`src/sv/sdg_pkg.sv`:
```
`timescale 1ns / 1ps
// ----------------------------------------------------------------------------
// Sidechain ducking gain package
// Shared constants and register codes for the sidechain ducker.
// ----------------------------------------------------------------------------
package sdg_pkg;

  // Unity gain in Q1.23.
  localparam logic [23:0] UNITY_GAIN    = 24'd8388608;
  // Lowest usable threshold, minus 96 dB in Q0.23.
  localparam logic [22:0] MIN_THRESHOLD = 23'd133;
  // (20 * log10(2)) / 24 in Q0.24 scaled for a Q.16 log difference.
  localparam logic [22:0] DB_OCT_OVER_24 = 23'd4208704;
  // Fraction bits produced by the log2 unit.
  localparam int LOG_FRAC_BITS = 16;

  // Shared multiplier operand and product widths.
  localparam int MUL_W  = 33;
  localparam int PROD_W = 2 * MUL_W;

  // Configuration register indexes.
  localparam logic [2:0] REG_ENABLED          = 3'd0;
  localparam logic [2:0] REG_THRESHOLD_LEVEL  = 3'd1;
  localparam logic [2:0] REG_DUCK_SCALE       = 3'd2;
  localparam logic [2:0] REG_DETECTOR_ATTACK  = 3'd3;
  localparam logic [2:0] REG_DETECTOR_RELEASE = 3'd4;
  localparam logic [2:0] REG_DUCK_ATTACK      = 3'd5;
  localparam logic [2:0] REG_DUCK_RELEASE     = 3'd6;
  localparam logic [2:0] REG_HOLD_SAMPLES     = 3'd7;

endpackage

```
`src/sv/sdg_mul.sv`:
```
`timescale 1ns / 1ps
// ----------------------------------------------------------------------------
// Shared multiplier
// Signed multiplier with a registered product, reused by the sequencer.
// ----------------------------------------------------------------------------
module sdg_mul (
  input  logic                              clk,
  input  logic signed [sdg_pkg::MUL_W-1:0]  op_a,
  input  logic signed [sdg_pkg::MUL_W-1:0]  op_b,
  output logic signed [sdg_pkg::PROD_W-1:0] prod
);

  // The product is registered and ready in the cycle after the operands are presented.
  always_ff @(posedge clk) begin
    prod <= op_a * op_b;
  end

endmodule

```
`config.mk`:
```
export PLATFORM = sky130hd
export DESIGN_NAME = sdg_mul
export DESIGN_NICKNAME = d
export VERILOG_FILES = /design/src/sv/sdg_pkg.sv /design/src/sv/sdg_mul.sv
export SDC_FILE = /design/constraint.sdc
export NUM_CORES = 2
export LEC_CHECK = 0
export BUFFER_PORTS_ARGS = -buffer_cell sky130_fd_sc_hd__buf_2
export CAP_MARGIN = 20
export CORE_MARGIN = 2
export CORE_UTILIZATION = 30
export DETAILED_ROUTE_END_ITERATION = 8
export PLACE_DENSITY = 0.57
export SYNTH_ARGS = -nofsm -noshare
export SYNTH_HDL_FRONTEND = slang
export SYNTH_SLANG_ARGS = --single-unit
```
`constraint.sdc`:
```
create_clock -name clk -period 8.4 [get_ports clk]
set_input_delay 0.84 -clock clk [delete_from_list [all_inputs] [get_ports clk]]
set_output_delay 0.84 -clock clk [all_outputs]
set_load 0.05 [all_outputs]
```
==> flow_metrics.env <==
export IMPL_area_delta_synth_final_pct=9.75
export IMPL_hp_class="in2reg"
export IMPL_clock_sinks=66
export IMPL_initial_core_util=0.301
export IMPL_crit_top_cell="fa_1"
export IMPL_fin_crit_ns=8.10
export IMPL_drt_iter0_drc=1404
export IMPL_seq_area_frac_synth=0.0324
export IMPL_hold_viol=0
export IMPL_timing_fmax_mhz=123
export IMPL_slowest_stage="fa_1"
export IMPL_setup_violations=0
export IMPL_row_count=135
export IMPL_worst_slew_pin_transition_ns=0.758
export IMPL_synth_area_um2=40700
export IMPL_drc=0
export IMPL_ctsHtreeMaxLevel=3
export IMPL_drv_cap=0
export IMPL_grt_pass1_vias=31500
export IMPL_place_congestion=0.910
export IMPL_syn_avg_cell_area_um2=9.39
export IMPL_whs_ns=1.08
export IMPL_drt_total_wl_um=110000
export IMPL_clock_path_buffers=2
export IMPL_rsz0062_at_grt="no"
export IMPL_ys_flop_type="dfxtp_1"
export IMPL_grt_start_max_net_pins=34
export IMPL_top_regs="prod (66)"
export IMPL_synthTopCellsByArea="fa_1, inv_1, and2_1"
export IMPL_crit_path_max_incr_delay_ns=0.59
export IMPL_multiInputGateArea_um2=34300
export IMPL_drtAntennaViolNets=0
export IMPL_die_w_um=372
export IMPL_crit_family="adder cells"
export IMPL_synth_most_common_cell="fa_1"
export IMPL_largest_register_ffs=66
export IMPL_cp_data_required_time_ns=8.75
export IMPL_io_pins=133
export IMPL_syn_nets=5767
export IMPL_top_register="prod"
export IMPL_clockRootBuffer="clkbuf_16"
export IMPL_synth_commonest_cells="fa_1, inv_1, and2_1"
export IMPL_crit_path_start_kind="input port"
export IMPL_synth_distinct_cells=80
export IMPL_vias_per_cell=4.56
export IMPL_avgRoutedWirePerCell_um=17.7
export IMPL_end_kind="flop"
export IMPL_slew_violations=0
export IMPL_cp_arrival_ns=8.44
export IMPL_tritoncts="done"
export IMPL_synth_area_leader_cell="fa_1"
export IMPL_cts_hold_buf=0
export IMPL_grt_first_pass_wirelength_um=180000
export IMPL_synth_edf_count=0
export IMPL_globalRouteOverflowTotal=0
export IMPL_relSlewSlack=0.495
export IMPL_dp_hpwl_um=97600
export IMPL_path_max_fanout=20
export IMPL_vias=28400
export IMPL_tns_ns=0
export IMPL_ys_ff_latch=66
export IMPL_worstSetupPathType="in2reg"
export IMPL_final_nets=5875
export IMPL_fp_dieH_um=372
export IMPL_grt_usage=0.169
export IMPL_cts_inserted_buffers=9
export IMPL_ys_warn_count=0
export IMPL_coreArea_um2=135000
export IMPL_cp_num_buf_inv=7
export IMPL_antenna_found_initial=11
export IMPL_layout_drive_gt1_share=0.0840
export IMPL_io_buffers=132
export IMPL_clkSlewWorstSetupHoldPaths_ns=0.08
export IMPL_drtPass1Iterations=5
export IMPL_status="finished clean"
export IMPL_syn_inst=4338
export IMPL_regArea_um2=1320
export IMPL_period_share=0.964
export IMPL_synth_async_reset_ratio=0
export IMPL_fillers=14100
export IMPL_synth_top_area_frac=0.563
export IMPL_dieArea_um2=139000
-- per-layer routing --
metal / wire length [um] / vias up / GRT usage / share of wire
met3: 6350 / 106 / 0.0315 / 0.058
met1: 46600 / 15100 / 0.222 / 0.42
li1: - / 12500 / - / -
met4: 2190 / 10 / 0.0367 / 0.020
met2: 54800 / 672 / 0.288 / 0.50
met5: 59 / - / 0 / 0.00054
-- worst min-delay path, stage by stage --
cell and delay [ns]:
buf_2 0.19, buf_4 0.24, and2_1 0.19
-- path summary, 6_finish.rpt --
path / startpoint / to / slack (ns) / depth (start not counted)
setup / recovery: op_a[11] / prod[62] / 0.30 / 25
hold / removal: op_a[0] / prod[0] / 1.08 / 3
-- repair_timing --
item | in CTS | in global routing
buffers inserted | 0 | 0
endpoints found under the setup margin | 0 | 10
resized for setup | 0 | 8
-- stage by stage --
| stage | instance area, um^2 | setup slack (ns) | util | instances |
|---|---|---|---|---|
| after floorplan | 40700 | 0.324 | - | 4338 |
| after global placement | 44400 | -0.183 | 0.328 | 6216 |
| after detailed placement | 44400 | -0.200 | 0.328 | 6216 |
| after CTS | 44700 | 0.251 | 0.331 | 6232 |
| after global routing | 44700 | 0.0391 | 0.331 | 6233 |
| final | 44700 | 0.301 | 0.331 | 6233 |
-- cells in the final DEF, fill, tap and decap left out, types with 4 or more instances in the layout --
cell type and instances:
clkbuf_4 5, a21oi_2 4, xnor2_1 43, a211oi_1 7, a211o_1 6, nand2_1 551
buf_2 127, and3_1 5, buf_4 169, o21ai_0 25, ha_1 217, a21o_1 36
dfxtp_1 66, o21a_1 6, o21ai_1 5, nand3_1 25, o21bai_1 11, nor3_1 7
o211ai_1 4, and2_1 562, nand4_1 11, nand2b_1 12, nor2_1 68, fa_1 1145
a31oi_1 8, xor2_1 25, nor2b_1 5, buf_12 17, clkbuf_16 9, a21oi_1 56
and4_1 5, inv_1 1131
-- logic make-up after synthesis --
kind of cell	after synthesis	share of synthesized area
xor gates and xnor gates	68	0.0146
adders and majority gates	1362	0.629
AOI/OAI and AO/OA	219	0.0407
and+or+nand+nor	1271	0.158
buffers and inverters	1352	0.125
DFF	66	0.0324
-- layout make-up --
type / count / share of cell area
diodes: 1 / 0.0000560
multi-input cells: 2920 / 0.768
flip-flops and latches: 66 / 0.0296
repair buffers: 318 / 0.0511
inverters: 1131 / 0.0950
clock inverters: 7 / 0.00157
well taps: 1781 / 0.0498
clock buffers: 9 / 0.00504
Power is not shown: default switching activity piles up to over one toggle a cycle in this logic, so the estimate is an artifact.
