$ cat src/sv/sdg_peak.sv
`timescale 1ns / 1ps
// ----------------------------------------------------------------------------
// Sidechain peak detector
// Largest magnitude among the present sidechain sources, in Q.23.
// ----------------------------------------------------------------------------
module sdg_peak #(
  parameter int NUM_SOURCES = 4,
  parameter int SAMPLE_BITS = 24
) (
  input  logic signed [SAMPLE_BITS-1:0] source_a,
  input  logic signed [SAMPLE_BITS-1:0] source_b,
  input  logic signed [SAMPLE_BITS-1:0] source_c,
  input  logic signed [SAMPLE_BITS-1:0] source_d,
  input  logic        [3:0]             source_mask,
  output logic        [23:0]            peak
);

  localparam int SH_R = (SAMPLE_BITS > 24) ? SAMPLE_BITS - 24 : 0;
  localparam int SH_L = (SAMPLE_BITS < 24) ? 24 - SAMPLE_BITS : 0;

  logic signed [SAMPLE_BITS-1:0] src [4];

  assign src[0] = source_a;
  assign src[1] = source_b;
  assign src[2] = source_c;
  assign src[3] = source_d;

  // Compare scaled magnitudes of the present sources.
  always_comb begin
    logic [SAMPLE_BITS-1:0] mag;
    logic [23:0]            scaled;
    peak = '0;
    for (int k = 0; k < 4; k++) begin
      mag    = src[k][SAMPLE_BITS-1] ? SAMPLE_BITS'(-src[k]) : SAMPLE_BITS'(src[k]);
      scaled = 24'(({24'd0, mag} << SH_L) >> SH_R);
      if (k < NUM_SOURCES && source_mask[k] && scaled > peak) begin
        peak = scaled;
      end
    end
  end

endmodule

$ cat config.mk
export PLATFORM = sky130hd
export DESIGN_NAME = sdg_peak
export DESIGN_NICKNAME = d
export VERILOG_FILES = /design/src/sv/sdg_peak.sv
export SDC_FILE = /design/constraint.sdc
export NUM_CORES = 1
export LEC_CHECK = 0
export BUFFER_PORTS_ARGS = -buffer_cell sky130_fd_sc_hd__buf_2
export CAP_MARGIN = 20
export CORE_MARGIN = 1
export CORE_UTILIZATION = 39
export DETAILED_ROUTE_END_ITERATION = 16
export PLACE_DENSITY = 0.73
export SETUP_SLACK_MARGIN = 0.4
export SYNTH_ARGS = -nofsm -noshare
export SYNTH_HDL_FRONTEND = slang
export SYNTH_SLANG_ARGS = --single-unit
$ cat constraint.sdc
create_clock -name vclk -period 12.3
set_input_delay 0.615 -clock vclk [all_inputs]
set_output_delay 0.615 -clock vclk [all_outputs]
set_load 0.005 [all_outputs]
==> flow_summary_export.csv, run 1 <==
group,metric,value,unit
critical_path,critical_path.max_stage_delay,860,ps
outcome,outcome,"finished, final reports clean",
placement,dpl.hpwl,12.6,mm
synthesis,yosysSeqAreaShare,0,%
critical_path,worst-path-max-fanout,27,
layout,n_fill_cell,1288,
power,leakagePower,2.37,nW
synthesis,syn_avg_cell_area,6.89,µm²
die,num_rows,40,
placement,portBuffers,124,
layout,nClkBuffers,0,
die,die_x,114,µm
timing,finalHoldViolations,0,
layout,antenna_cells,0,
detailed_routing,drt-initial-drc-count,308,
placement,placed_area,5600,µm²
detailed_routing,ant_nets,0,
layout,n_sequential_cell,0,
die,start_util,40.3,%
critical_path,endpoint_kind,"output pin",
critical_path,slowest_stage,"nor4b_1",
global_routing,grt_pass1_wl,23.7,mm
clock_tree,cts_setup_buffers,0,
timing,slew_viol_final,0,
synthesis,syn_nets,881,
detailed_routing,firstDrtPassIters,7,
detailed_routing,wl,14.6,mm
synthesis,yosysUniqueCellTypes,62,
layout,seq_area,0,µm²
critical_path,required,11690,ps
clock_tree,cts_resized,0,
layout,nets,978,
placement,dp_cells,968,
critical_path,cp-start-kind,"input port",
power,powerDensity,71.5,nW/µm²
synthesis,synth-warning-count,0,
timing,period_needed,10800,ps
layout,syn_to_final_growth,15.2,%
synthesis,synth_area_leaders,"ha_1 (20%), xnor2_1 (12%), nand2_1 (6.5%), o21ai_0 (5.3%), o31ai_1 (4.5%)",
die,coreArea,12100,µm²
power,vdd_ir_drop_max,0.0341,mV
timing,tns,0,ps
layout,design_area,5600,µm²
synthesis,yosys.area.top_type,"ha_1",
die,die_h,114,µm
layout,layoutNonFillerInstCount,968,
run,drv_cap,0,
global_routing,first_global_vias,5094,
hold_path,hold_class,"input port to output pin",
detailed_routing,wl_per_cell,15.0,µm
synthesis,synth_top_area_share,19.6,%
timing,grt_setup_unrepaired,"false",
synthesis,syn_area,4860,µm²
detailed_routing,drc,0,
timing,max_freq,0.0926,GHz
synthesis,syn_inst,705,
detailed_routing,num_vias,5508,
timing,slew-limit-headroom,35.1,%
global_routing,grt_max_degree,37,
timing,worstMarginPinSlew,960,ps
layout,drive_gt1_share,19.0,%
critical_path,critical_path_class,"input port to output pin",
global_routing,antenna_found_initial,0,
critical_path,critical_path_arrival,10190,ps
global_routing,grt.overflow.total,0,
timing,setup_viol,0,
global_routing,grt_usage,22.2,%
clock_tree,holdBufCountCts,0,
die,dieArea,12900,µm²
timing,finalCritPeriodShare,87.8,%
die,top_level_ports,124,
detailed_routing,viasPerCell,5.69,
placement,place.gp.congestion,0.934,
[per-stage QoR]
step                setup slack (ps)  power [mW]  utilization (%)  hold WS, ps
floorplan                       2590       0.267                -         1370
global placement                1750       0.394             46.4         1640
detailed placement              1610       0.395             46.4         1650
CTS                             1570       0.398             46.4         1650
global route                     717       0.451             46.4         1690
finish                          1500       0.400             46.4         1640
[logic make-up after synthesis]
group | count (synthesis) | share of synthesized area (%)
multiplexers | 14 | 3.01
XOR/XNOR | 84 | 15.1
adder cells (fa/ha/maj) | 76 | 19.6
buffers and inverters | 63 | 5.05
AND/OR/NAND/NOR | 258 | 27.4
AO/OA/AOI/OAI | 210 | 29.8
[report_power, final]
group          switching [mW]  internal (mW)
Combinational           0.227          0.174
Sequential                  0              0
Clock                       0              0
[critical path, delay by kind of cell]
kind            cells  cell delay [ps]
compound gates     15             4110
xor+xnor            1              250
fa+ha+maj           3              930
buf+inv             5             1110
simple gates        8             3160
[cells in the final DEF (no fill, tap or decap), types with 8 or more instances in the layout]
master / instances
buf_2: 124
nand2_1: 84
ha_1: 76
xnor2_1: 66
o21ai_0: 51
nor2_1: 45
a21oi_1: 31
o31ai_1: 29
inv_1: 29
a21o_1: 21
nand2b_1: 20
or4_1: 18
xor2_1: 18
nand4_1: 17
or3_1: 15
o41ai_1: 13
nor4_1: 12
mux2i_1: 9
and2_1: 9
or2_2: 8
o21a_1: 8
o22ai_1: 8
[area by class of cell]
type                            instances  area, µm²  area share (%)
Tap cell                              168        210            3.76
Timing Repair Buffer                  128        651            11.6
Inverter                               30        113            2.01
Multi-Input combinational cell        642       4620            82.6
[cells in the mapped netlist, types with 3 or more instances]
library cell	count
nor3_1	4
o21a_1	8
nor2b_1	6
inv_1	29
or4_1	18
a211oi_1	5
xor2_1	18
mux2i_1	9
nand4_1	17
nor2_1	45
clkbuf_1	26
a21o_1	21
mux2_2	5
or2_2	8
or3_1	15
a221oi_1	6
and2_1	9
o31ai_1	29
nand2_1	84
o21ai_1	4
nor4_1	12
o22ai_1	8
a21oi_1	32
o211ai_1	4
ha_1	76
o41ai_1	13
o21ai_0	51
and4_1	3
buf_1	5
xnor2_1	66
o32ai_1	3
nand3_1	6
a31oi_1	3
nand2b_1	20
[per-layer routing]
metal	up-vias	track usage (%)	part of all wire [%]
met1	2491	29.1	46
met5	-	0	0
met4	0	3.95	1.8
met3	22	2.18	5.7
li1	2832	-	-
met2	163	39.6	47
[worst paths after layout]
path / from / to / slack, ps / cells past startpoint
min: source_d[21] / peak[23] / 1640 / 5
max: source_b[8] / peak[12] / 1500 / 32
(Power assumes the default switching activity.)
==> run 2: changes to the inputs <==
- BUFFER_PORTS_ARGS: -buffer_cell sky130_fd_sc_hd__buf_2 -> default
- DONT_BUFFER_PORTS: default -> 1
- PLACE_DENSITY: 0.73 -> 0.64
==> run 2 against run 1 <==
  * Clock-buffer cell count is the same
  * Utilization is 5.2 points lower
  * Combinational power fell by 14%
  * Largest cell class unchanged
  * Die area stayed put
  * Hold slack got worse by 240 ps
  * Non-clock buffer count down 125
  * Global-route usage rose by 0.50 points
==> flow_summary_export.csv, run 2 (synthesis gave the netlist of run 1 again) <==
group,metric,value,unit
global_routing,first_global_vias,4966,
critical_path,endpoint_kind,"output pin",
critical_path,cp-start-kind,"input port",
detailed_routing,ant_nets,0,
layout,final_common_cell,"nand2_1",
timing,setup_viol,0,
layout,seq_area,0,µm²
clock_tree,cts_resized,0,
power,leakagePower,1.87,nW
timing,finalHoldViolations,0,
clock_tree,holdBufCountCts,0,
detailed_routing,firstDrtPassIters,5,
detailed_routing,wl_per_cell,18.0,µm
timing,max_freq,0.0911,GHz
critical_path,critical_path_class,"input port to output pin",
die,coreArea,12100,µm²
die,start_util,40.3,%
placement,dpl.hpwl,13.2,mm
detailed_routing,drt-met1-wl,6.74,mm
die,die_h,114,µm
layout,drive_gt1_share,4.00,%
critical_path,slowest_stage,"nor4b_1",
global_routing,grt_pass1_wl,24.2,mm
critical_path,critical_path_arrival,10360,ps
placement,placed_area,4970,µm²
die,top_level_ports,124,
power,p_int,0.141,mW
clock_tree,cts_setup_buffers,0,
layout,n_fill_cell,1240,
critical_path,worst-path-max-fanout,26,
outcome,outcome,"finished, final reports clean",
detailed_routing,wl,15.2,mm
critical_path,required,11690,ps
hold_path,hold_start,"source_c[0]",
global_routing,grt_usage,22.7,%
layout,design_area,4970,µm²
placement,portBuffers,0,
detailed_routing,maxUsedRoutingLayer,"met4",
layout,final_cell_mix,"nand2_1 (84), ha_1 (76), xnor2_1 (66)",
timing,finalCritPeriodShare,89.2,%
timing,period_needed,10980,ps
power,pwr-share-clk,0,%
global_routing,grt.overflow.total,0,
layout,nClkBuffers,0,
run,drv_cap,0,
power,powerDensity,69.0,nW/µm²
timing,slew_viol_final,0,
detailed_routing,num_vias,5156,
timing,slew-limit-headroom,29.4,%
global_routing,grt_max_degree,37,
detailed_routing,drt-initial-drc-count,413,
critical_path,cp.buffers_inverters,3,
placement,place.gp.congestion,0.962,
timing,worstMarginPinSlew,1040,ps
layout,antenna_cells,0,
global_routing,antenna_found_initial,0,
power,vdd_ir_drop_max,0.0255,mV
critical_path,crit_top_cell,"ha_1",
layout,n_sequential_cell,0,
detailed_routing,viasPerCell,6.12,
detailed_routing,drc,0,
critical_path,critical_path.max_stage_delay,920,ps
hold_path,hold_class,"input port to output pin",
power,seq_power_share,0,%
timing,grt_setup_unrepaired,"false",
timing,tns,0,ps
die,dieArea,12900,µm²
hold_path,hold_path_depth,2,
layout,syn_to_final_growth,2.29,%
power,pwr-share-comb,100.0,%
detailed_routing,wl_met2,6.89,mm
die,num_rows,40,
hold_path,whs_endpoint,"peak[0]",
detailed_routing,wl_met3,1.34,mm
layout,multi_input_area,4620,µm²
power,switchingPower,0.202,mW
die,die_x,114,µm
power,swShare,58.8,%
critical_path,crit_family,"compound AO/OA/AOI/OAI gates",
layout,nets,853,
==> run 2: cell count changes in the layout (fill, tap and decap cells not counted), sizes merged <==
cell,delta
buf,-125
==> run 2: power by group through the flow <==
stage	sequential [mW]	clock, mW	combinational, mW
global route	0	0	0.384
global placement	0	0	0.331
CTS	0	0	0.341
detailed placement	0	0	0.339
finish	0	0	0.343
floorplan	0	0	0.267
==> run 2: worst max-delay path by stage <==
| stage | slack (ps) | cells after the start | start | end |
|---|---|---|---|---|
| after global routing | 740 | 29 | source_b[8] | peak[12] |
| final | 1320 | 29 | source_b[8] | peak[1] |
| after CTS | 1420 | 28 | source_b[8] | peak[1] |
| after detailed placement | 1420 | 28 | source_b[8] | peak[1] |
| after floorplan | 2590 | 39 | source_a[0] | peak[11] |
| after global placement | 1680 | 28 | source_b[8] | peak[1] |
==> run 2: layer usage <==
metal	up-vias	GRT usage, %
li1	2580	-
met1	2372	29.1
met2	189	39.5
met3	15	4.94
met4	0	3.42
met5	-	0
==> run 2: cell type report <==
| cell class | instances | share of cell area (%) |
|---|---|---|
| timing repair buffer | 3 | 0.453 |
| multi-input combinational | 642 | 93.1 |
| inverter | 30 | 2.27 |
| tap | 168 | 4.23 |
==> run 2: per-stage QoR <==
stage	setup WS, ps	std cells	total power, mW	hold slack [ps]	utilization [%]
after floorplan	2590	705	0.267	1370	-
after global placement	1680	843	0.331	1410	41.2
after detailed placement	1420	843	0.339	1410	41.2
after CTS	1420	843	0.341	1410	41.2
after global routing	739	843	0.384	1420	41.2
final	1320	843	0.343	1400	41.2
